$ cat src/rtl/bb3_pkg.sv
package bb3_pkg;

  // Frame geometry
  localparam int MAX_WIDTH = 2048;
  localparam int ADDR_W    = $clog2(MAX_WIDTH);
  localparam int FW_W      = 12;
  localparam int FH_W      = 16;
  localparam int COL_W     = 11;
  localparam int ROW_W     = 16;
  localparam int CH_W      = 8;
  localparam int PIX_W     = 3 * CH_W;
  localparam int LINE_W    = 2 * PIX_W;

  // Sum of nine 8-bit samples, and floor(sum / 9) as multiply by reciprocal
  localparam int SUM_W     = 12;
  localparam int RECIP_W   = 13;
  localparam int PROD_W    = SUM_W + RECIP_W;
  localparam int RECIP_SH  = 16;
  localparam logic [RECIP_W-1:0] RECIP9 = RECIP_W'(7282);

  // Queue between front and back
  localparam int QDEPTH    = 8;
  localparam int QPTR_W    = $clog2(QDEPTH);
  localparam int QCNT_W    = QPTR_W + 1;

  // Configuration port
  localparam int CFG_IDX_W  = 8;
  localparam int CFG_DATA_W = 16;
  localparam logic [CFG_IDX_W-1:0] CFG_FRAME_WIDTH  = CFG_IDX_W'(0);
  localparam logic [CFG_IDX_W-1:0] CFG_FRAME_HEIGHT = CFG_IDX_W'(1);
  localparam logic [FW_W-1:0] FW_RESET = FW_W'(640);
  localparam logic [FH_W-1:0] FH_RESET = FH_W'(480);

  // One classified input transaction, ready for emission
  typedef struct packed {
    logic [PIX_W-1:0] mean_px;   // value for pixel (r-1, c-1)
    logic [PIX_W-1:0] edge_px;   // value for pixel (r-1, width-1)
    logic [PIX_W-1:0] pass_px;   // incoming pixel itself
    logic [ROW_W-1:0] row;
    logic [COL_W-1:0] col;
    logic             emit_inner;
    logic             emit_edge;
    logic             emit_last_row;
    logic             last_col;
  } entry_t;

endpackage

$ cat src/rtl/bb3_queue.sv
module bb3_queue (
  input  logic            clk,
  input  logic            rst_n,
  input  logic            push_valid,
  input  bb3_pkg::entry_t push_entry,
  input  logic            pop,
  output logic            head_valid,
  output bb3_pkg::entry_t head_entry
);

  bb3_pkg::entry_t                ent_r [bb3_pkg::QDEPTH];
  logic [bb3_pkg::QPTR_W-1:0]     wr_ptr_r, rd_ptr_r;
  logic [bb3_pkg::QCNT_W-1:0]     count_r, count_nxt;

  assign head_valid = (count_r != '0);
  assign head_entry = ent_r[rd_ptr_r];

  always_comb begin
    count_nxt = count_r;
    if (push_valid && !pop) begin
      count_nxt = count_r + bb3_pkg::QCNT_W'(1);
    end else if (!push_valid && pop) begin
      count_nxt = count_r - bb3_pkg::QCNT_W'(1);
    end
  end

  always_ff @(posedge clk) begin
    if (!rst_n) begin
      wr_ptr_r <= '0;
      rd_ptr_r <= '0;
      count_r  <= '0;
    end else begin
      count_r <= count_nxt;
      if (push_valid) begin
        wr_ptr_r <= wr_ptr_r + bb3_pkg::QPTR_W'(1);
      end
      if (pop) begin
        rd_ptr_r <= rd_ptr_r + bb3_pkg::QPTR_W'(1);
      end
    end
  end

  always_ff @(posedge clk) begin
    if (push_valid) begin
      ent_r[wr_ptr_r] <= push_entry;
    end
  end

endmodule

$ cat config.mk
export PLATFORM = sky130hd
export DESIGN_NAME = bb3_queue
export DESIGN_NICKNAME = d
export VERILOG_FILES = /design/src/rtl/bb3_pkg.sv /design/src/rtl/bb3_queue.sv
export SDC_FILE = /design/constraint.sdc
export NUM_CORES = 1
export LEC_CHECK = 0
export BUFFER_PORTS_ARGS = -buffer_cell sky130_fd_sc_hd__buf_2
export CORE_MARGIN = 1
export CORE_UTILIZATION = 45
export CTS_CLUSTER_DIAMETER = 60
export DETAILED_ROUTE_END_ITERATION = 10
export SLEW_MARGIN = 20
export SYNTH_ARGS = -nofsm -noshare
export SYNTH_HDL_FRONTEND = slang
export SYNTH_SLANG_ARGS = --single-unit
$ cat constraint.sdc
create_clock -name clk -period 11.2 [get_ports clk]
set_clock_uncertainty 0.1 [all_clocks]
set_input_delay 1.12 -clock clk [delete_from_list [all_inputs] [get_ports clk]]
set_output_delay 1.12 -clock clk [all_outputs]
set_load 0.01 [all_outputs]
======== Word level (Yosys, flattened, before mapping) ========
Memory sizes are Yosys's and may differ from the RTL's. A register that Yosys moved wholly into a read port is not among the register bits.
Index checks and enable logic that the tools add are counted.
word-level totals
  output and inout port bits .............. 104
  memories ................................ 1
  bits in registers ....................... 10
  bits in writable memories ............... 824
operators by class
  reduce and logical (&&, ||, !) cells .... 6
  add/sub/neg operators ................... 4
  multiplexer cells ....................... 6
memories
  name   words  bits a word  read ports  clocked after memory_dff  write ports  RTL line         text
  ent_r  8      103          1           1                         1            bb3_queue.sv:11  bb3_pkg::entry_t ent_r [bb3_pkg::QDEPTH];
operators with widths
  operator                                                            count
  4-bit two-way mux                                                   2
  3-bit by 1-bit adder with 3-bit output, second input constant       2
  3-bit two-way mux                                                   2
  4-bit by 1-bit adder with 4-bit output, second input constant       1
  4-bit nonzero test                                                  1
  4-bit by 1-bit subtractor with 4-bit output, second input constant  1
  1-bit logical AND                                                   2
  1-bit zero test                                                     2
  1-bit two-way mux                                                   2
  2-bit nonzero test                                                  1

======== Depth between registers and ports, before layout ========
Gate-level depths: netlist (run 1).
  word-level depth ........................ 4
  depth in mapped cells ................... 8
  mapped depth without buffers ............ 8

======== Worst setup path before layout (run 1) ========
No wires, ideal clock.
  path kind ............................... in2reg
  start ................................... input push_valid
  end ..................................... memory ent_r[0][0] (netlist bit), enable pin
  setup slack ............................. 2.230 ns
  stages .................................. 2
  required time ........................... 10.409 ns
  library setup time ...................... 0.691 ns
  arrival time ............................ 8.179 ns
  buffers on the path ..................... 0
  cell sequence ........................... nand2b_1 -> nor3_1
on the way
  word-level cells in the longest chain between the ends .. 2
RTL lines
  item                                     RTL line         text
  start: declaration                       bb3_queue.sv:4   input logic push_valid,
  1-bit two-way mux                        bb3_queue.sv:44  if (push_valid) begin
  1-bit two-way mux (implied by the code)  bb3_queue.sv:45  ent_r[wr_ptr_r] <= push_entry;
  end: declaration                         bb3_queue.sv:11
No other way between the ends.

==> results by group, run 1 <==
Power and ir drop
  • Psw: 0.00147 W
  • Combinational Power Share: 8.1%
  • Sw Share: 21.0%
  • Pwr per Cell Area: 190 nW/um^2
  • Leak pwr: 11.8 nW
  • Peak supply drop: 0.000102 V
  • Total power: 0.00699 W
  • Clk network pwr share: 40.9%
  • Internal: 0.00552 W
  • Reg power frac: 50.9%

Timing
  • Hold Slack: 0.369 ns
  • RSZ-0062 raised after global routing: no
  • Final setup violation count: 0
  • Tmin final: 5.51 ns
  • Final period util: 49.2%
  • Final Hold Fails: 0
  • Rel. slew slack: 30.8%
  • Fmax achieved: 181 MHz
  • Setup_tns: 0 ns
  • Max Slew Vio Count: 0
  • Worst slew pin tran: 1.04 ns

GRT
  • First-pass GRT wire length: 92800 um
  • Grt total ovfl: 0
  • Largest net degree at the start of global routing: 59
  • Initial antenna violation count: 12
  • Tot GR Track Use: 17.7%
  • Vias in the first global route: 14800

Routing
  • Via density: 5.38
  • DR pass1 iterations: 5
  • DRT iter0 DRCs: 1001
  • Remaining DRCs: 0
  • Routed WL per cell: 24.7 um
  • Final wirelength: 62700 um
  • Via count: 13600
  • Post-DRT Antenna Nets: 0

Critical path
  • Kind of critical path: register to output port
  • Worst Path Arrival: 4.29 ns
  • Worst Path Required: 9.98 ns
  • Max FO, Critical Path: 44
  • Critical path's slowest cell: dfxtp_4
  • Reg2reg setup slack: 8.61 ns
  • Worst Setup EP: head_entry[86]
  • Launching element type of the critical path: register
  • RR Endpoint: ent_r[6][84]
  • R2R depth: 3
  • CP top delay family: buffers and inverters
  • Cell mode on critical path: buf_4
  • WP buf/inv: 3
  • Worst stage delay on the critical path: 0.87 ns
  • FF-to-FF Start: wr_ptr_r[1]
  • Worst setup EP type: output port
  • Levels on crit path: 5
  • Crit-path cells: buf_4, buf_4, mux4_2, mux2_2, buf_2

Clocking
  • # H-tree levels: 3
  • CTS sink cnt: 837
  • Post-CTS sizing: 0
  • CTS tree: built
  • Worst-path clk slew: 0.06 ns
  • Cts hold-fix bufs: 0
  • Clk buf depth: 3
  • Post-CTS Setup Inserts: 0
  • Worst skew pair latency: 0.62 ns
  • Clock root buffer: clkbuf_16
  • CTS Buf Count: 87

Logic synthesis
  • Post-synth top cells: 824 x edfxtp_1, 206 x mux4_2, 63 x mux2_4
  • Leading post-synthesis cells by cell area: edfxtp_1 78%, mux4_2 15%, mux2_4 3.0%, mux2_2 1.4%, dfxtp_1 0.82%
  • Post-synth EDFFs: 824
  • Distinct cells, synth: 29
  • Async set or reset register ratio after synthesis: 0%
  • Sequential share of the synthesized area: 78.4%
  • #FFs+latches synth: 837
  • Ys flop type: edfxtp_1
  • Avg Inst Size Synth: 25.3 sq um
  • Area leader, netlist: edfxtp_1
  • Syn. warnings: 0
  • Cells after Synth: 1258
  • Yosys top cell area share: 77.6%
  • Syn_nets: 1371
  • Most common cell in the synthesized netlist: edfxtp_1
  • Synthesized area: 31900 sq um

Place
  • Detailed Place HPWL: 32500 um
  • Area of placed instances: 33900 sq um
  • Gpl congestion: 0.690
  • PortBufs: 210
  • Inst Count DP: 2375

Cells and area
  • Design area: 36800 sq um
  • Finished Layout Cells: 2536
  • Nets@finish: 1638
  • Area Growth Syn to Fin: 15.3%
  • Share of cells above drive strength 1: 42.8%

Floorplan
  • Core ar.: 70000 sq um
  • Die width: 268 um
  • Initial core utilization: 45.5%
  • Chip height: 268 um
  • I/O pins: 211
  • Std cell rows: 97
  • DIE AREA: 71900 sq um

Worst hold path
  • HP Class: register to register

Job
  • Max cap viols: 0

Run status
  • Status: complete, no violations
tightest hold or removal path, delay by kind of cell, from the launching register on:
kind,cells,cell delay (ns)
and+or+nand+nor,1,0.05
muxes,1,0.05
DFF,1,0.31
metal layers:
metal,vias to the layer above,routed length [um],track usage [%],share of wire (%)
li1,5926,-,-,-
met5,-,131,0,0.21
met1,7332,27000,23.9,43
met2,257,31300,29.0,50
met4,22,1020,5.00,1.6
met3,95,3290,4.16,5.2
metrics by stage:
| stage | util, % | setup slack, ns |
|---|---|---|
| 4_1_cts | 52.5 | 5.44 |
| 3_3_place_gp | 48.4 | 6.14 |
| 2_1_floorplan | - | 2.23 |
| 6_report | 52.5 | 5.69 |
| 5_1_grt | 52.5 | 5.24 |
| 3_5_place_dp | 48.4 | 6.12 |
flip-flops by register name, summed over array words and instances (netlist names), named ones only:
register,count
wr_ptr_r,3
ent_r,824
count_r,4
rd_ptr_r,3
how the worst min path moves through the flow:
stage | from | endpoint | slack [ns] | cells after the start
6_report | count_r[3] | count_r[3] | 0.37 | 2
5_1_grt | count_r[3] | count_r[3] | 0.41 | 2
4_1_cts | count_r[3] | count_r[3] | 0.37 | 2
3_5_place_dp | count_r[3] | count_r[3] | 0.37 | 2
3_3_place_gp | count_r[3] | count_r[3] | 0.36 | 2
2_1_floorplan | count_r[3] | count_r[3] | 0.34 | 2
power groups by stage:
stage	clock network [W]	logic, W	registers, W
global placement	0	0.000571	0.00363
global route	0.00305	0.000613	0.00357
finish	0.00286	0.000567	0.00356
detailed placement	0	0.000578	0.00363
floorplan	0	0.000403	0.00362
CTS	0.00294	0.000580	0.00356
placed cells by master, fill, tap and decap left out, types with 11 or more instances in the layout:
| master | netlist | layout |
|---|---|---|
| clkinv_1 | 0 | 22 |
| clkinv_2 | 0 | 17 |
| clkbuf_16 | 0 | 91 |
| mux2_4 | 63 | 63 |
| edfxtp_1 | 824 | 824 |
| buf_4 | 0 | 26 |
| mux4_2 | 206 | 206 |
| mux2_2 | 40 | 40 |
| clkbuf_1 | 12 | 11 |
| buf_2 | 25 | 210 |
kinds of logic after synthesis:
family | share of synthesized area, %
xor+xnor | 0.165
compound gates | 0.0745
flops | 78.4
fa+ha+maj | 0.259
mux | 19.1
simple gates | 0.498
buf+inv | 1.53
area by class of cell:
class                           instances  area (sq um)
Clock buffer                          102          2320
Fill cell                            5433         33300
Antenna cell                            1          2.50
Multi-Input combinational cell        360          6450
Inverter                                2          7.51
Tap cell                              940          1180
Timing Repair Buffer                  237          1270
Sequential cell                       837         25000
Clock inverter                         57           536
Note: power is estimated with default switching activity, not from simulation.
==> run 2, diff against run 1 <==
Clock period 11.2 ns to 4.7 ns, I/O delays scaled along.
==> results by group, run 2 (synthesis gave the netlist of run 1 again) <==
Timing
  • Max Slew Vio Count: 0 (unchanged)
  • Tmin final: 3.55 ns
  • Rel. slew slack: 36.4% (+5.6 points)
  • RSZ-0062 raised after global routing: no
  • Final period util: 75.5%
  • Worst slew pin tran: 0.951 ns (-0.0870 ns)
  • Hold Slack: 0.0440 ns (-0.325 ns)
  • Final setup violation count: 0 (unchanged)
  • Final Hold Fails: 0 (unchanged)
  • Fmax achieved: 282 MHz

Cells and area
  • Area Growth Syn to Fin: 19.4%
  • Share of cells above drive strength 1: 40.5% (-2.4 points)
  • Most frequent cells in the layout: 824 x edfxtp_1, 210 x buf_2, 206 x mux4_2, 97 x dlygate4sd3_1, 90 x clkbuf_16
  • Final Util: 54.4% (+1.8 points)
  • Top flop regs: ent_r: 824 flops, count_r: 4 flops
  • Reg with most FFs: ent_r
  • Commonest non-fill, non-tap cell in the layout: edfxtp_1
  • Nets@finish: 1746 (+6.6%)
  • Largest register FFs: 824 (unchanged)

Power and ir drop
  • Clk network pwr share: 40.5% (-0.4 points)
  • Sw Share: 21.4% (+0.32 points)
  • Internal: 0.0131 W (+140%)
  • Peak supply drop: 0.000288 V (+180%)
  • Pwr per Cell Area: 439 nW/um^2 (+130%)
  • Leak pwr: 12.3 nW (+4.0%)
  • Psw: 0.00357 W (+140%)
  • Combinational Power Share: 8.6% (+0.5 points)
  • Reg power frac: 50.9% (about the same)

Routing
  • DRT iter0 DRCs: 987 (-1.4%)
  • Routed WL per cell: 23.9 um (-3.5%)
  • Via count: 14100 (+3.3%)
  • Post-DRT Antenna Nets: 0 (unchanged)
  • Via density: 5.32 (-1.0%)
  • Remaining DRCs: 0 (unchanged)
  • DR pass1 iterations: 5 (unchanged)
  • Final wirelength: 63200 um (+0.75%)

Place
  • Gpl congestion: 0.712 (+3.2%)
  • PortBufs: 210 (unchanged)
  • Detailed Place HPWL: 32900 um (+1.0%)

Run status
  • Status: complete, no violations

Floorplan
  • Std cell rows: 97 (unchanged)
  • Initial core utilization: 45.5% (unchanged)
  • DIE AREA: 71900 sq um (unchanged)
  • Die width: 268 um (unchanged)
  • Chip height: 268 um (unchanged)
  • I/O pins: 211 (unchanged)
  • Core ar.: 70000 sq um (unchanged)

Critical path
  • Critical path's slowest cell: dfxtp_4
  • Launching element type of the critical path: register
  • FF-to-FF Start: wr_ptr_r[1]
  • CP top delay family: flip-flops
  • Worst Path Arrival: 2.98 ns (-1.31 ns)
  • Worst stage delay on the critical path: 0.93 ns (+0.06 ns)
  • Worst Path Required: 4.13 ns (-5.85 ns)
  • Max FO, Critical Path: 39 (-11%)
  • Reg2reg setup slack: 2.27 ns (-6.34 ns)
  • RR Endpoint: ent_r[6][63]
  • WP buf/inv: 2 (-1)
  • R2R depth: 3 (unchanged)
  • Crit-path cells: buf_4, mux4_2, mux2_4, buf_2
  • Worst setup EP type: output port
  • Kind of critical path: register to output port
  • Levels on crit path: 4 (-1)

Worst hold path
  • Hold Path Sink: ent_r[2][84]
  • HP Class: input port to register
  • Hold depth: 1 (-1)
  • Hold Startpoint: push_entry[84]

Clocking
  • Worst skew pair latency: 0.62 ns (about the same)
  • Post-CTS Setup Inserts: 0 (unchanged)
  • Cts hold-fix bufs: 97 (+97)
  • # H-tree levels: 3 (unchanged)
  • CTS Buf Count: 88 (+1.1%)
  • Post-CTS sizing: 0 (unchanged)
  • CTS tree: built
  • CTS sink cnt: 837 (unchanged)
  • Worst-path clk slew: 0.06 ns (about the same)
  • Clock root buffer: clkbuf_16
  • Clk buf depth: 3 (unchanged)

GRT
  • First-pass GRT wire length: 94100 um (+1.4%)
  • Tot GR Track Use: 17.9% (+0.13 points)
  • Grt total ovfl: 0 (unchanged)
  • Largest net degree at the start of global routing: 104 (+76%)
  • Initial antenna violation count: 4 (-8)
  • Vias in the first global route: 15100 (+2.6%)

Job
  • Max cap viols: 0 (unchanged)
## run 2: cell types whose count changed in the layout (fill, tap and decap cells not counted), moves of 3 or more
cell,delta
dlygate4sd3_1,+97
buf_12,+20
buf_4,-9
clkbuf_1,+9
clkinvlp_4,+5
inv_6,-5
clkinv_2,-4
clkinv_1,-3
## run 2: power by group through the flow
stage | Clock [W] | Combinational, W | Sequential, W
2_1_floorplan | 0 | 0.000961 | 0.00862
3_3_place_gp | 0 | 0.00139 | 0.00864
3_5_place_dp | 0 | 0.00140 | 0.00865
4_1_cts | 0.00692 | 0.00148 | 0.00850
5_1_grt | 0.00719 | 0.00156 | 0.00851
6_report | 0.00676 | 0.00144 | 0.00849
## run 2: worst max path at each step
stage                     end
4_1_cts        head_entry[40]
6_report       head_entry[40]
3_3_place_gp   head_entry[81]
3_5_place_dp   head_entry[40]
2_1_floorplan     ent_r[1][0]
5_1_grt        head_entry[81]
## run 2: stage by stage
stage               instances  setup slack, ns  power, W  instance area (sq um)  TNS (ns)
floorplan                1258           -0.853   0.00958                  31900   -617.62
global placement         2386             1.71    0.0100                  34200         0
detailed placement       2386             1.69    0.0101                  34200         0
CTS                      2645            0.999    0.0169                  38100         0
global route             2646            0.908    0.0173                  38100         0
finish                   2647             1.15    0.0167                  38100         0
## run 2: metal layers
metal,global-route usage (%),share of wire (%)
met1,24.3,44
met2,29.4,50
met3,3.37,4.6
met4,5.39,1.8
met5,0,0.032
## run 2: cell type report
class / count / area (sq um)
flip-flops and latches: 837 / 25000
clock buffers: 110 / 2330
well taps: 940 / 1180
diodes: 2 / 5.00
fillers: 5322 / 32000
repair buffers: 344 / 2550
multi-input cells: 360 / 6460
clock inverters: 52 / 520
inverters: 2 / 7.51
==> run 3, diff against run 2 <==
Clock period 4.7 ns to 3.27 ns, I/O delays scaled along.
==> results by group, run 3 (synthesis gave the netlist of run 1 again) <==
GRT
  • Tot GR Track Use: 18.0% (+0.089 points)
  • Grt total ovfl: 0 (unchanged)
  • First-pass GRT wire length: 95000 um (+0.88%)
  • Vias in the first global route: 15400 (+1.6%)
  • Initial antenna violation count: 7 (+3)
  • Largest net degree at the start of global routing: 84 (-19%)

Clocking
  • Worst-path clk slew: 0.06 ns (about the same)
  • # H-tree levels: 3 (unchanged)
  • Post-CTS Setup Inserts: 0 (unchanged)
  • Worst skew pair latency: 0.61 ns (about the same)
  • CTS tree: built
  • Clock root buffer: clkbuf_16
  • CTS Buf Count: 90 (+2.3%)
  • Clk buf depth: 3 (unchanged)
  • CTS sink cnt: 837 (unchanged)
  • Post-CTS sizing: 0 (unchanged)
  • Cts hold-fix bufs: 106 (+9.3%)

Timing
  • Worst slew pin tran: 0.779 ns (-0.172 ns)
  • Fmax achieved: 330 MHz
  • Tmin final: 3.03 ns
  • Rel. slew slack: 48.1% (+12 points)
  • Max Slew Vio Count: 0 (unchanged)
  • RSZ-0062 raised after global routing: no
  • Hold Slack: 0.0665 ns (+0.0225 ns)
  • Final period util: 92.6%
  • Final Hold Fails: 0 (unchanged)
  • Final setup violation count: 0 (unchanged)
  • Worst setup margin: 0.241 ns (-0.909 ns)

Routing
  • Via density: 5.37 (+0.95%)
  • Final wirelength: 63500 um (+0.53%)
  • DRT iter0 DRCs: 893 (-9.5%)
  • Via count: 14200 (+0.76%)
  • DR pass1 iterations: 4 (-1)
  • Routed WL per cell: 24.0 um (+0.72%)
  • Post-DRT Antenna Nets: 0 (unchanged)
  • Remaining DRCs: 0 (unchanged)

Critical path
  • Worst setup EP type: output port
  • Crit-path cells: buf_12, mux4_2, mux2_4, buf_2
  • Worst stage delay on the critical path: 0.57 ns (-0.36 ns)
  • Launching element type of the critical path: register
  • Max FO, Critical Path: 51 (+31%)
  • CP top delay family: multiplexers
  • WP buf/inv: 2 (unchanged)
  • Critical path's slowest cell: mux4_2
  • Worst Path Arrival: 2.60 ns (-0.38 ns)
  • Kind of critical path: register to output port
  • Worst Path Required: 2.84 ns (-1.29 ns)

Cells and area
  • Final Util: 54.2% (-0.12 points)
  • FILL cells: 5391 (+1.3%)
  • Reg with most FFs: ent_r
  • Design area: 38000 sq um (-0.22%)
  • Nets@finish: 1753 (+0.40%)
  • Commonest non-fill, non-tap cell in the layout: edfxtp_1
  • Share of cells above drive strength 1: 40.2% (-0.23 points)
  • Most frequent cells in the layout: 824 x edfxtp_1, 210 x buf_2, 206 x mux4_2, 106 x dlygate4sd3_1, 93 x clkbuf_16
  • Area Growth Syn to Fin: 19.1%
  • Top flop regs: ent_r: 824 flops, count_r: 4 flops
  • Largest register FFs: 824 (unchanged)

Place
  • Gpl congestion: 0.678 (-4.7%)
  • Area of placed instances: 34200 sq um (about the same)
  • PortBufs: 210 (unchanged)
  • Detailed Place HPWL: 32900 um (about the same)
  • Post-placement setup slack: 0.808 ns (-0.883 ns)

Floorplan
  • Chip height: 268 um (unchanged)
  • Die width: 268 um (unchanged)
  • DIE AREA: 71900 sq um (unchanged)
  • Core ar.: 70000 sq um (unchanged)
  • Initial core utilization: 45.5% (unchanged)
  • I/O pins: 211 (unchanged)
  • Std cell rows: 97 (unchanged)

Power and ir drop
  • Peak supply drop: 0.000305 V (+5.7%)
  • Pwr per Cell Area: 622 nW/um^2 (+42%)
  • Leak pwr: 12.3 nW (-0.14%)

Run status
  • Status: complete, no violations

Worst hold path
  • HP Class: input port to register

Job
  • Max cap viols: 0 (unchanged)
==> run 3: worst register-to-register path: stages, from the launching register on <==
cell and delay, ns:
dfxtp_1 0.52, nand2b_1 0.21, nor2_4 0.17, buf_4 0.63
==> run 3: final cells by class <==
type	count	area [sq um]	area share [%]
well taps	940	1180	3.10
diodes	2	5.00	0.0132
inverters	2	7.51	0.0198
repair buffers	349	2600	6.84
clock buffers	118	2430	6.40
multi-input cells	360	6480	17.1
clock inverters	34	267	0.702
flip-flops and latches	837	25000	65.9
==> run 3: routing by layer <==
layer,wire length (um),global-route usage (%)
met5,63,0
met4,1100,5.17
met3,2960,3.39
met2,32500,30.2
met1,26900,24.0
==> run 3: final timing paths <==
| kind | startpoint | endpoint | slack (ns) | depth (start not counted) |
|---|---|---|---|---|
| worst max-delay path | register | head_entry[13] | 0.24 | 4 |
| worst min register to register | count_r[3] | count_r[3] | 0.41 | 2 |
| worst max register to register | wr_ptr_r[1] | ent_r[2][54] | 1.22 | 3 |
| worst min-delay path | push_valid | wr_ptr_r[1] | 0.07 | 3 |
==> run 3: power breakdown <==
group,internal (W),switching [W]
Clock,0.00545,0.00389
Sequential,0.0121,0.0000945
Combinational,0.00109,0.00103
Total,0.0186,0.00502
==> run 3: metrics by stage <==
| stage | std cells | power [W] | TNS, ns |
|---|---|---|---|
| global route | 2642 | 0.0245 | 0 |
| finish | 2642 | 0.0236 | 0 |
| floorplan | 1258 | 0.0138 | -279.82 |
| global placement | 2382 | 0.0144 | 0 |
| detailed placement | 2382 | 0.0145 | 0 |
| CTS | 2640 | 0.0240 | 0 |
