`config.mk`:
```
export PLATFORM = sky130hd
export DESIGN_NAME = bb3_back
export DESIGN_NICKNAME = d
export VERILOG_FILES = /design/src/rtl/bb3_pkg.sv /design/src/rtl/bb3_back.sv
export SDC_FILE = /design/constraint.sdc
export NUM_CORES = 1
export LEC_CHECK = 0
export BUFFER_PORTS_ARGS = -buffer_cell sky130_fd_sc_hd__buf_2
export CELL_PAD_IN_SITES_DETAIL_PLACEMENT = 1
export CELL_PAD_IN_SITES_GLOBAL_PLACEMENT = 1
export CORE_UTILIZATION = 35
export CTS_BUF_LIST = sky130_fd_sc_hd__clkbuf_8
export CTS_CLUSTER_SIZE = 12
export DETAILED_ROUTE_END_ITERATION = 10
export PLACE_DENSITY_LB_ADDON = 0.1
export SLEW_MARGIN = 30
export SYNTH_ARGS = -nofsm -noshare
export SYNTH_HDL_FRONTEND = slang
export SYNTH_SLANG_ARGS = --single-unit
```
`constraint.sdc`:
```
create_clock -name clk -period 14 [get_ports clk]
set_input_delay 2.8 -clock clk [delete_from_list [all_inputs] [get_ports clk]]
set_output_delay 2.8 -clock clk [all_outputs]
set_load 0.005 [all_outputs]
```
`src/rtl/bb3_pkg.sv`:
```
package bb3_pkg;

  // Frame geometry
  localparam int MAX_WIDTH = 2048;
  localparam int ADDR_W    = $clog2(MAX_WIDTH);
  localparam int FW_W      = 12;
  localparam int FH_W      = 16;
  localparam int COL_W     = 11;
  localparam int ROW_W     = 16;
  localparam int CH_W      = 8;
  localparam int PIX_W     = 3 * CH_W;
  localparam int LINE_W    = 2 * PIX_W;

  // Sum of nine 8-bit samples, and floor(sum / 9) as multiply by reciprocal
  localparam int SUM_W     = 12;
  localparam int RECIP_W   = 13;
  localparam int PROD_W    = SUM_W + RECIP_W;
  localparam int RECIP_SH  = 16;
  localparam logic [RECIP_W-1:0] RECIP9 = RECIP_W'(7282);

  // Queue between front and back
  localparam int QDEPTH    = 8;
  localparam int QPTR_W    = $clog2(QDEPTH);
  localparam int QCNT_W    = QPTR_W + 1;

  // Configuration port
  localparam int CFG_IDX_W  = 8;
  localparam int CFG_DATA_W = 16;
  localparam logic [CFG_IDX_W-1:0] CFG_FRAME_WIDTH  = CFG_IDX_W'(0);
  localparam logic [CFG_IDX_W-1:0] CFG_FRAME_HEIGHT = CFG_IDX_W'(1);
  localparam logic [FW_W-1:0] FW_RESET = FW_W'(640);
  localparam logic [FH_W-1:0] FH_RESET = FH_W'(480);

  // One classified input transaction, ready for emission
  typedef struct packed {
    logic [PIX_W-1:0] mean_px;   // value for pixel (r-1, c-1)
    logic [PIX_W-1:0] edge_px;   // value for pixel (r-1, width-1)
    logic [PIX_W-1:0] pass_px;   // incoming pixel itself
    logic [ROW_W-1:0] row;
    logic [COL_W-1:0] col;
    logic             emit_inner;
    logic             emit_edge;
    logic             emit_last_row;
    logic             last_col;
  } entry_t;

endpackage

```
`src/rtl/bb3_back.sv`:
```
module bb3_back (
  input  logic                      clk,
  input  logic                      rst_n,
  input  logic                      head_valid,
  input  bb3_pkg::entry_t           head_entry,
  output logic                      pop,
  output logic                      out_valid,
  input  logic                      out_stall,
  output logic [bb3_pkg::CH_W-1:0]  out_red_out,
  output logic [bb3_pkg::CH_W-1:0]  out_green_out,
  output logic [bb3_pkg::CH_W-1:0]  out_blue_out,
  output logic [bb3_pkg::ROW_W-1:0] out_row,
  output logic [bb3_pkg::COL_W-1:0] out_col,
  output logic                      out_run_last,
  output logic                      out_frame_done
);

  localparam int CW = bb3_pkg::CH_W;

  logic [2:0] done_r, done_nxt;
  logic [2:0] pend, sel, rest;
  logic       out_free, load, is_last;
  logic       out_valid_r, out_valid_nxt;

  logic [bb3_pkg::PIX_W-1:0] px_nxt, px_r;
  logic [bb3_pkg::ROW_W-1:0] row_nxt, row_r;
  logic [bb3_pkg::COL_W-1:0] col_nxt, col_r;
  logic                      last_r, fdone_r, fdone_nxt;

  // Pick the next outstanding result of the head transaction
  always_comb begin
    pend = {head_entry.emit_last_row, head_entry.emit_edge, head_entry.emit_inner} & ~done_r;
    if (pend[0]) begin
      sel = 3'b001;
    end else if (pend[1]) begin
      sel = 3'b010;
    end else begin
      sel = pend & 3'b100;
    end
    rest     = pend & ~sel;
    is_last  = (rest == '0);
    out_free = !out_valid_r || !out_stall;

    load     = 1'b0;
    pop      = 1'b0;
    done_nxt = done_r;
    if (head_valid) begin
      if (pend == '0) begin
        pop      = 1'b1;
        done_nxt = '0;
      end else if (out_free) begin
        load = 1'b1;
        if (is_last) begin
          pop      = 1'b1;
          done_nxt = '0;
        end else begin
          done_nxt = done_r | sel;
        end
      end
    end

    case (sel)
      3'b001: begin
        px_nxt    = head_entry.mean_px;
        row_nxt   = head_entry.row - bb3_pkg::ROW_W'(1);
        col_nxt   = head_entry.col - bb3_pkg::COL_W'(1);
        fdone_nxt = 1'b0;
      end
      3'b010: begin
        px_nxt    = head_entry.edge_px;
        row_nxt   = head_entry.row - bb3_pkg::ROW_W'(1);
        col_nxt   = head_entry.col;
        fdone_nxt = 1'b0;
      end
      default: begin
        px_nxt    = head_entry.pass_px;
        row_nxt   = head_entry.row;
        col_nxt   = head_entry.col;
        fdone_nxt = head_entry.last_col;
      end
    endcase

    if (load) begin
      out_valid_nxt = 1'b1;
    end else if (out_free) begin
      out_valid_nxt = 1'b0;
    end else begin
      out_valid_nxt = out_valid_r;
    end
  end

  always_ff @(posedge clk) begin
    if (!rst_n) begin
      done_r      <= '0;
      out_valid_r <= 1'b0;
    end else begin
      done_r      <= done_nxt;
      out_valid_r <= out_valid_nxt;
    end
  end

  // Output register
  always_ff @(posedge clk) begin
    if (load) begin
      px_r    <= px_nxt;
      row_r   <= row_nxt;
      col_r   <= col_nxt;
      last_r  <= is_last;
      fdone_r <= fdone_nxt;
    end
  end

  assign out_valid      = out_valid_r;
  assign out_red_out    = px_r[2*CW +: CW];
  assign out_green_out  = px_r[CW +: CW];
  assign out_blue_out   = px_r[0 +: CW];
  assign out_row        = row_r;
  assign out_col        = col_r;
  assign out_run_last   = last_r;
  assign out_frame_done = fdone_r;

endmodule

```
* Yosys cells after proc, flatten, opt, wreduce, memory -nomap -nowiden
Cells that the tools add are included.
** Cells by class
- Div/mod/pow operators :: 0
- Eq/ne operators :: 2
- Multiplexer cells :: 17
- Add/sub/neg operators :: 2
- Magnitude comparators :: 0
- Shift-type cells :: 0
- Reductions and logical operators :: 9
- Bitwise operators :: 5
- Multipliers :: 0
** Operator list (number)
- 24-bit case mux with 2 select lines :: 1
- 16-bit two-way mux :: 1
- 16-bit by 1-bit subtractor with 16-bit output (second input constant) :: 1
- 3-bit two-way mux :: 5
- 11-bit two-way mux :: 1
- 11-bit by 1-bit subtractor with 11-bit output (second input constant) :: 1
- 1-bit two-way mux :: 9
- 3-bit AND :: 2
- 3-bit logical NOT :: 2
- 3-bit inverter :: 2
- 2-bit nonzero test :: 2
- 3-bit by 1-bit == test with 1-bit output (second input constant) :: 1
- 3-bit by 2-bit == test with 1-bit output (second input constant) :: 1
- 3-bit bitwise OR :: 1
- 1-bit logical NOT :: 2
- 2-bit AND reduction :: 1
- 2-bit OR reduction :: 1
- 1-bit logical OR :: 1
** Storage, ports and cells
- ROM bits :: 0
- Latch bits :: 0
- Output and inout bits :: 55
- Bits in registers :: 57
- Bits of input ports :: 107
- Bits in writable memories :: 0
- Word-level logic and storage cells :: 42
- Memories :: 0

* Depth between registers and ports, before layout
Gate-level depths: netlist (run 1).
- Depth in word-level cells :: 11
- Mapped depth :: 5
- Gate-level depth less buffers :: 5

* Worst setup path after synthesis (run 1)
Ideal clock, no wire load.
- Path kind :: input-to-reg
- Start point :: input head_valid
- End point :: register col_r, in the netlist out_col[0] (enable)
- Data arrival time :: 7090 ps
- Library setup time :: 548 ps
- Required time :: 13452 ps
- Buffers on the path :: 0
- Path slack :: 6362 ps
- Stages :: 2
- Cells stage by stage :: a21boi_0 -> a21boi_0
** On the way
- Cells in the longest elaborated chain, start to end :: 1
** RTL lines
- start, declared :: line bb3_back.sv:4 : input logic head_valid,
- 1-bit two-way mux :: line bb3_back.sv:47 : if (head_valid) begin
- net load :: line bb3_back.sv:22 : logic out_free, load, is_last;
- end signal, assigned :: line bb3_back.sv:107 : col_r <= col_nxt;
- end, declared :: line bb3_back.sv:27 : logic [bb3_pkg::COL_W-1:0] col_nxt, col_r;
The timed path passes the listed nets, and every way through them passes these cells.
A chain may end at the register's enable or synchronous reset.

* Final worst setup path (run 1)
- Start point :: input head_entry[3] (netlist bit)
- End point :: output pop
** On the way
- Cells in the longest elaborated chain, start to end :: 9
- Elaborated cells on any way between the ends :: 10
- Those cells by class :: mux (5); bitwise (3); reduce/logical (2)
** RTL lines
- start, declared :: line bb3_back.sv:5 : input bb3_pkg::entry_t head_entry,
- 3-bit AND * :: line bb3_back.sv:32 : pend = {head_entry.emit_last_row, head_entry.emit_edge, head_entry.emit_inner} & ~done_r;
- 3-bit two-way mux :: line bb3_back.sv:33 : if (pend[0]) begin
- 3-bit inverter :: line bb3_back.sv:40 : rest = pend & ~sel;
- 3-bit AND :: line bb3_back.sv:40
- 3-bit logical NOT :: line bb3_back.sv:41 : is_last = (rest == '0);
- 1-bit two-way mux :: line bb3_back.sv:53 : if (is_last) begin
- 1-bit two-way mux :: line bb3_back.sv:51 : end else if (out_free) begin
- 1-bit two-way mux * :: line bb3_back.sv:48 : if (pend == '0) begin
- 1-bit two-way mux * :: line bb3_back.sv:47
- end, declared :: line bb3_back.sv:6 : output logic pop,
Mark *: on every way between the ends. The rest lies on a longest branch, timed or not.

==> flow_metrics.py, run 1 <==
metrics = {
    "outcome": {
        "status": "finished, final reports clean",
    },
    "critical_path": {
        "worstPathCellList": "buf_2 > nor2b_4 > maj3_1 > nor2_1 > buf_2",
        "cp.arrival_ns": 4.12,
        "start_kind": "input pin",
        "critical-path-top-delay-family": "simple AND/OR/NAND/NOR gates",
        "slowest_delay_ns": 0.66,
        "crit_slowest_cell": "nor2b_4",
        "crit_path_end_kind": "output port",
        "cp.required_ns": 11.20,
        "crit_top_cell": "buf_2",
        "criticalPathCategory": "input pin to output port",
        "cp_max_fo": 32,
        "worst-path-buf-inv": 2,
    },
    "yosys": {
        "synth_flop_cell": "edfxtp_1",
        "yosys-top-cells-area": "edfxtp_1, nand2_1, a31oi_1, nor2_1, xor2_1",
        "post_synth.cell_area_avg_um2": 10.8,
        "synth_area_um2": 2780,
        "synth_cells": 258,
        "synth_edf_count": 53,
        "ys_types": 40,
        "ys_warn_count": 0,
        "synth_seq_cells": 57,
        "yosys.area.top_type": "edfxtp_1",
        "syn_nets": 367,
        "synth_top_area_share_pct": 57.3,
        "yosysSeqAreaShare_pct": 60.2,
        "synthArstFlopShare_pct": 0,
    },
    "floorplan": {
        "fp-row-count": 32,
        "io_pins": 162,
        "core_area_um2": 7690,
        "die_h_um": 91.1,
        "die_x_um": 91.1,
        "initial_utilization_pct": 36.1,
        "fp.dieArea_um2": 8300,
    },
    "clocking": {
        "cts_hold_buf": 0,
        "cts.repair.resized": 0,
        "ctsLongestPathBuffers": 2,
        "root_buffer": "clkbuf_8",
        "insertion_delay_ns": 0.33,
        "post-cts-setup-buffers": 0,
        "clk_pin_slew_ns": 0.07,
        "cts_made_buffers": 9,
        "clock_sinks": 57,
        "htreeDepth": 3,
        "cts_tree": "yes",
    },
    "job": {
        "drv_cap": 0,
    },
    "timing": {
        "finClkSkew_ns": 0.0112,
        "rsz0062_at_grt": "no",
        "hold_slack_ns": 0.437,
        "worst_pin_slew_ns": 0.790,
        "hold_viol_final": 0,
        "finalSetupViolCount": 0,
        "relSlewSlack_pct": 47.2,
        "final.setup.tns_ns": 0,
        "slew_violations": 0,
        "max_freq_ghz": 0.144,
        "final.period_utilization_pct": 49.4,
        "period_minus_slack_ns": 6.92,
    },
    "detailed_routing": {
        "routed_wl_um": 7670,
        "wire_per_inst_um": 14.5,
        "dr.pass1.iters": 4,
        "vias_per_cell": 4.81,
        "via_count": 2546,
        "ant_nets": 0,
        "drt_iter0_markers": 81,
        "drc_errors": 0,
    },
    "power": {
        "p_total_mw": 0.400,
        "combPwrFrac_pct": 17.1,
        "ir_drop_mv": 0.0424,
        "power_frac_seq_pct": 51.9,
        "switching_share_pct": 26.1,
        "cell_internal_pwr_mw": 0.295,
        "p_switching_mw": 0.104,
        "power_leakage_nw": 1.72,
        "p_clk_share_pct": 31.0,
        "power_density_nw_per_um2": 104,
    },
    "finish": {
        "utilization_pct": 50.1,
        "fin_cells": 529,
        "diodes": 0,
        "drive_gt1_share_pct": 42.9,
        "nets": 531,
        "final_common_cell": "buf_2",
        "area_delta_synth_final_pct": 38.8,
        "num-fill-cells": 959,
        "final_cell_mix": "buf_2, nand2_1, edfxtp_1",
    },
    "placement": {
        "globalplace.congestion": 0.778,
        "port_buffers": 161,
        "dp_hpwl_um": 5710,
        "place_inst": 513,
    },
    "grt": {
        "grt_pass1_wl_um": 12300,
        "grt_start_max_net_pins": 55,
        "antenna_found_initial": 0,
        "grt-ovfl-total": 0,
        "grt_pass1_vias": 2573,
        "grtUsageTotal_pct": 19.1,
    },
    "min_path": {
        "hp-class": "flop to flop",
    },
}
[registers in the layout, summed over array words and instances, names as in the netlist]
register,flops
px_r,24
out_row,16
out_col,11
done_r,3
out_frame_done,1
out_run_last,1
out_valid,1
[final cells by class]
cell class / instances / area, um2 / share of cell area [%]
clock buffer: 9 / 124 / 3.21
clock inverter: 7 / 28.8 / 0.747
inverter: 6 / 22.5 / 0.584
multi-input combinational: 184 / 1050 / 27.3
sequential: 57 / 1670 / 43.4
tap: 102 / 128 / 3.31
timing repair buffer: 164 / 828 / 21.5
[worst reg2reg max path, cell delays in order, from the launching register on]
cell,delay (ns)
dfxtp_1,0.34
nor2b_4,0.64
nor2_1,0.27
a21boi_4,0.55
buf_4,0.55
[power by group through the flow]
stage | sequential, mW | clock [mW] | combinational, mW
after global placement | 0.211 | 0 | 0.0675
after floorplan | 0.215 | 0 | 0.0281
final | 0.207 | 0.124 | 0.0684
after CTS | 0.207 | 0.129 | 0.0696
after global routing | 0.208 | 0.136 | 0.0766
after detailed placement | 0.211 | 0 | 0.0694
[worst paths after layout]
| path | startpoint | slack (ns) | endpoint | depth (start not counted) |
|---|---|---|---|---|
| worst min-delay path | done_r[2] | 0.44 | done_r[2] | 2 |
| worst min register to register | done_r[2] | 0.44 | done_r[2] | 2 |
| worst max register to register | done_r[0] | 11.27 | px_r[7] | 4 |
| worst max-delay path | head_entry[3] | 7.08 | pop | 5 |
[synthesized netlist by cell type (2+ instances only)]
| cell type | count |
|---|---|
| edfxtp_1 | 53 |
| nand2_1 | 53 |
| nor2_1 | 39 |
| a31oi_1 | 26 |
| xor2_1 | 14 |
| xnor2_1 | 10 |
| clkbuf_1 | 8 |
| inv_1 | 6 |
| nor3_1 | 5 |
| dfxtp_1 | 4 |
| nor4_1 | 4 |
| nand2b_1 | 3 |
| a21boi_0 | 2 |
| buf_1 | 2 |
| ha_1 | 2 |
| nand4_1 | 2 |
| nand4b_1 | 2 |
[per-stage QoR]
step	setup WS (ns)	area (um2)
2_1_floorplan	6.36	2780
3_3_place_gp	7.08	3700
3_5_place_dp	7.03	3700
4_1_cts	7.02	3850
5_1_grt	6.95	3850
6_report	7.08	3850
[routing by layer]
layer / up-vias / GRT usage, % / wire length, um
met5: - / 0 / 0
met4: 0 / 8.73 / 167
met3: 13 / 5.28 / 517
met2: 90 / 32.9 / 3900
met1: 1193 / 22.2 / 3080
li1: 1250 / - / -
[logic make-up after synthesis]
kind of cell	after synthesis	synth area share, %
adders and majority gates	3	1.26
xor gates and xnor gates	24	7.57
buffers and inverters	17	2.34
DFF	57	60.2
and+or+nand+nor	121	20.0
AOI/OAI and AO/OA	36	8.60
(Power assumes the default switching activity.)
==> run 2, diff against run 1 <==
--- a/config.mk
+++ b/config.mk
@@ -8,7 +8,7 @@
 export BUFFER_PORTS_ARGS = -buffer_cell sky130_fd_sc_hd__buf_2
 export CELL_PAD_IN_SITES_DETAIL_PLACEMENT = 1
 export CELL_PAD_IN_SITES_GLOBAL_PLACEMENT = 1
-export CORE_UTILIZATION = 35
+export CORE_UTILIZATION = 33
 export CTS_BUF_LIST = sky130_fd_sc_hd__clkbuf_8
 export CTS_CLUSTER_SIZE = 12
 export DETAILED_ROUTE_END_ITERATION = 10
==> constraint.sdc (replaced) <==
create_clock -name clk -period 6.9 [get_ports clk]
set_input_delay 1.38 -clock clk [delete_from_list [all_inputs] [get_ports clk]]
set_output_delay 1.38 -clock clk [all_outputs]
set_load 0.005 [all_outputs]
==> flow_metrics.py, run 2 (synthesis gave the netlist of run 1 again) <==
metrics = {
    "outcome": {
        "status": "finished, final reports clean",
    },
    "placement": {
        "dp_hpwl_um": 5860,
        "globalplace.congestion": 0.792,
        "port_buffers": 161,
        "dpl_worst_slack_ns": 2.81,
    },
    "floorplan": {
        "fp.dieArea_um2": 8790,
        "fp-row-count": 33,
        "io_pins": 162,
        "initial_utilization_pct": 34.0,
        "die_x_um": 93.7,
        "die_h_um": 93.7,
        "core_area_um2": 8180,
    },
    "critical_path": {
        "cp_max_fo": 32,
        "crit_path_end_kind": "output port",
        "criticalPathCategory": "input pin to output port",
        "cp.arrival_ns": 2.66,
        "start_kind": "input pin",
        "cp.required_ns": 5.52,
    },
    "clocking": {
        "clock_sinks": 57,
        "insertion_delay_ns": 0.33,
        "cts.repair.resized": 0,
        "ctsLongestPathBuffers": 2,
        "cts_tree": "yes",
        "htreeDepth": 3,
        "root_buffer": "clkbuf_8",
        "cts_hold_buf": 0,
        "clk_pin_slew_ns": 0.07,
        "cts_made_buffers": 9,
        "post-cts-setup-buffers": 0,
    },
    "finish": {
        "utilization_pct": 47.9,
        "final_cell_mix": "buf_2, edfxtp_1, nand2_1",
        "largest-register": "px_r",
        "diodes": 0,
        "nets": 530,
        "area_delta_synth_final_pct": 41.1,
        "final_common_cell": "buf_2",
        "largest_reg_flops": 24,
        "drive_gt1_share_pct": 44.1,
    },
    "grt": {
        "grt_pass1_vias": 2438,
        "antenna_found_initial": 0,
        "grt-ovfl-total": 0,
        "grt_start_max_net_pins": 55,
        "grtUsageTotal_pct": 17.8,
        "grt_pass1_wl_um": 11800,
    },
    "timing": {
        "finClkSkew_ns": 0.0129,
        "relSlewSlack_pct": 39.6,
        "final.period_utilization_pct": 58.6,
        "hold_slack_ns": 0.446,
        "hold_viol_final": 0,
        "final.setup.tns_ns": 0,
        "finalSetupViolCount": 0,
        "worst_pin_slew_ns": 0.903,
        "rsz0062_at_grt": "no",
        "slew_violations": 0,
        "fin_ws_ns": 2.86,
        "period_minus_slack_ns": 4.04,
        "max_freq_ghz": 0.247,
    },
    "power": {
        "ir_drop_mv": 0.0870,
        "p_total_mw": 0.905,
        "power_leakage_nw": 1.74,
        "power_density_nw_per_um2": 231,
    },
    "detailed_routing": {
        "wire_per_inst_um": 14.3,
        "dr.pass1.iters": 4,
        "vias_per_cell": 4.76,
        "via_count": 2525,
        "drc_errors": 0,
        "drt_iter0_markers": 59,
        "routed_wl_um": 7600,
        "ant_nets": 0,
    },
    "job": {
        "drv_cap": 0,
    },
    "min_path": {
        "hp-class": "flop to flop",
    },
}
run 2: changes by cell type in the layout (fill, tap and decap cells not counted):
cell        change
nand2_2         +1
clkinv_1        -4
bufinv_16       +2
nand2_1         -1
buf_4           -1
clkinvlp_4      +1
clkinv_4        +2
inv_1           -1
run 2: layout make-up:
type | count | area (um2)
sequential | 57 | 1670
clock inverter | 7 | 95.1
multi-input combinational | 184 | 1050
timing repair buffer | 163 | 821
inverter | 6 | 22.5
fill | 988 | 4260
tap | 105 | 131
clock buffer | 9 | 124
run 2: layer usage:
layer  GRT usage, %  vias up  part of all wire (%)
met4           8.21        0                   2.0
met5              0        -                     0
met1           21.0     1168                    41
met3           5.66       13                   8.3
li1               -     1248                     -
met2           29.3       96                    49
run 2: path summary, 6_finish.rpt:
check / from / endpoint / slack, ns / cells past startpoint
worst max-delay path: head_entry[3] / pop / 2.86 / 5
worst min-delay path: done_r[2] / done_r[2] / 0.45 / 2
worst max register to register: done_r[0] / px_r[19] / 4.14 / 4
worst min register to register: done_r[2] / done_r[2] / 0.45 / 2
run 2: worst max-delay path, stage by stage:
cell	delay [ns]
buf_2	0.10
nor2b_4	0.64
maj3_1	0.36
nor2_1	0.06
buf_2	0.12
run 2: power breakdown:
group | leakage [nW] | internal [mW] | switching, mW
clock network | 0.109 | 0.203 | 0.142
logic | 1.10 | 0.0623 | 0.0774
registers | 0.541 | 0.414 | 0.00663
total | 1.74 | 0.679 | 0.226
run 2: through the flow:
step	cells	area, um2
3_3_place_gp	515	3700
3_5_place_dp	515	3700
5_1_grt	531	3920
4_1_cts	531	3920
2_1_floorplan	258	2780
6_report	531	3920
==> run 3, diff against run 2 <==
==> constraint.sdc (replaced) <==
create_clock -name clk -period 4.2 [get_ports clk]
set_input_delay 0.84 -clock clk [delete_from_list [all_inputs] [get_ports clk]]
set_output_delay 0.84 -clock clk [all_outputs]
set_load 0.005 [all_outputs]
==> flow_metrics.py, run 3 (synthesis gave the netlist of run 1 again) <==
metrics = {
    "min_path": {
        "hp-class": "flop to flop",
        "min_from": "done_r[2]",
        "min_path_cells": 2,
        "hold_path_end": "done_r[2]",
    },
    "clocking": {
        "cts_tree": "yes",
        "cts.repair.resized": 0,
        "root_buffer": "clkbuf_8",
        "clock_sinks": 57,
        "clk_pin_slew_ns": 0.07,
        "insertion_delay_ns": 0.33,
        "post-cts-setup-buffers": 0,
        "ctsLongestPathBuffers": 2,
        "cts_hold_buf": 0,
        "cts_made_buffers": 9,
        "htreeDepth": 3,
    },
    "timing": {
        "period_minus_slack_ns": 2.64,
        "rsz0062_at_grt": "no",
        "max_freq_ghz": 0.378,
        "final.setup.tns_ns": 0,
        "relSlewSlack_pct": 38.9,
        "finalSetupViolCount": 0,
        "worst_pin_slew_ns": 0.913,
        "slew_violations": 0,
        "finClkSkew_ns": 0.0112,
        "final.period_utilization_pct": 62.9,
        "fin_ws_ns": 1.56,
        "hold_viol_final": 0,
    },
    "power": {
        "cell_internal_pwr_mw": 1.12,
        "combPwrFrac_pct": 15.5,
        "p_clk_share_pct": 38.5,
        "switching_share_pct": 25.0,
        "p_total_mw": 1.50,
        "p_switching_mw": 0.375,
        "power_density_nw_per_um2": 380,
        "power_frac_seq_pct": 46.1,
        "ir_drop_mv": 0.156,
        "power_leakage_nw": 1.75,
    },
    "critical_path": {
        "r2r_start": "done_r[0]",
        "rr_endpoint": "out_row[7]",
        "reg2reg_depth": 5,
        "cp.required_ns": 3.36,
        "start_kind": "input pin",
        "cp.arrival_ns": 1.80,
        "rrSetupSlack_ns": 2.09,
        "cp_max_fo": 31,
        "criticalPathCategory": "input pin to output port",
        "setup.worst_path.start": "head_entry[3]",
        "crit_path_end_kind": "output port",
    },
    "placement": {
        "dp_hpwl_um": 5820,
        "port_buffers": 161,
        "place_area_um2": 3720,
        "dpl_worst_slack_ns": 1.44,
        "globalplace.congestion": 0.807,
    },
    "grt": {
        "grt_start_max_net_pins": 55,
        "grt-ovfl-total": 0,
        "grtUsageTotal_pct": 17.9,
        "antenna_found_initial": 0,
        "grt_pass1_vias": 2513,
        "grt_pass1_wl_um": 12000,
    },
    "finish": {
        "area_delta_synth_final_pct": 42.1,
        "multiInputGateArea_um2": 1050,
        "diodes": 0,
        "largest-register": "px_r",
        "final_cell_mix": "buf_2, edfxtp_1, nand2_1",
        "regArea_um2": 1670,
        "stdcell_area_um2": 3950,
        "utilization_pct": 48.3,
        "num-fill-cells": 975,
        "drive_gt1_share_pct": 44.3,
        "largest_reg_flops": 24,
        "final_common_cell": "buf_2",
        "nets": 531,
    },
    "floorplan": {
        "die_h_um": 93.7,
        "initial_utilization_pct": 34.0,
        "fp-row-count": 33,
        "die_x_um": 93.7,
        "core_area_um2": 8180,
        "io_pins": 162,
        "fp.dieArea_um2": 8790,
    },
    "detailed_routing": {
        "wire_per_inst_um": 14.3,
        "routed_wl_um": 7610,
        "drt_iter0_markers": 47,
        "via_count": 2564,
        "ant_nets": 0,
        "dr.pass1.iters": 4,
        "vias_per_cell": 4.82,
        "drc_errors": 0,
    },
    "outcome": {
        "status": "finished, final reports clean",
    },
    "job": {
        "drv_cap": 0,
    },
}
==> run 3: changes by cell type in the layout (fill, tap and decap cells not counted) <==
cell,delta
buf_12,+1
clkinv_2,-2
inv_6,+1
clkinv_4,+1
==> run 3: power by group through the flow <==
stage	clock network [mW]	logic, mW	registers, mW
final	0.577	0.232	0.690
after global routing	0.621	0.259	0.695
after CTS	0.596	0.237	0.691
after detailed placement	0	0.236	0.703
after global placement	0	0.231	0.702
after floorplan	0	0.0944	0.712
==> run 3: area by class of cell <==
type / count / share of cell area [%]
clock buffers: 9 / 3.14
multi-input cells: 184 / 26.7
repair buffers: 164 / 21.3
well taps: 105 / 3.33
clock inverters: 7 / 2.60
flip-flops and latches: 57 / 42.3
inverters: 6 / 0.571
==> run 3: critical path, cell delays in order <==
cell      delay, ns
buf_2          0.11
nand2b_1       0.06
buf_4          0.31
a41oi_1        0.21
nor2_1         0.14
buf_2          0.13
==> run 3: how the worst max path moves through the flow <==
stage                     depth (start not counted)  slack, ns    endpoint
after floorplan                                   3       1.06  out_col[0]
after global placement                            4       1.49    px_r[22]
after detailed placement                          4       1.44    px_r[18]
after CTS                                         6       1.52         pop
after global routing                              6       1.45         pop
final                                             6       1.56         pop
==> run 3: through the flow <==
step | cells | hold slack, ns
final | 532 | 0.451
after global routing | 532 | 0.484
after CTS | 532 | 0.457
after detailed placement | 516 | 0.446
after global placement | 516 | 0.427
after floorplan | 258 | 0.417
==> run 3: per-layer routing <==
metal	vias up	GRT usage [%]	wire length (um)
met5	-	0	0
met3	9	5.91	574
li1	1253	-	-
met2	95	30.6	3940
met4	0	6.15	93
met1	1207	21.0	3000
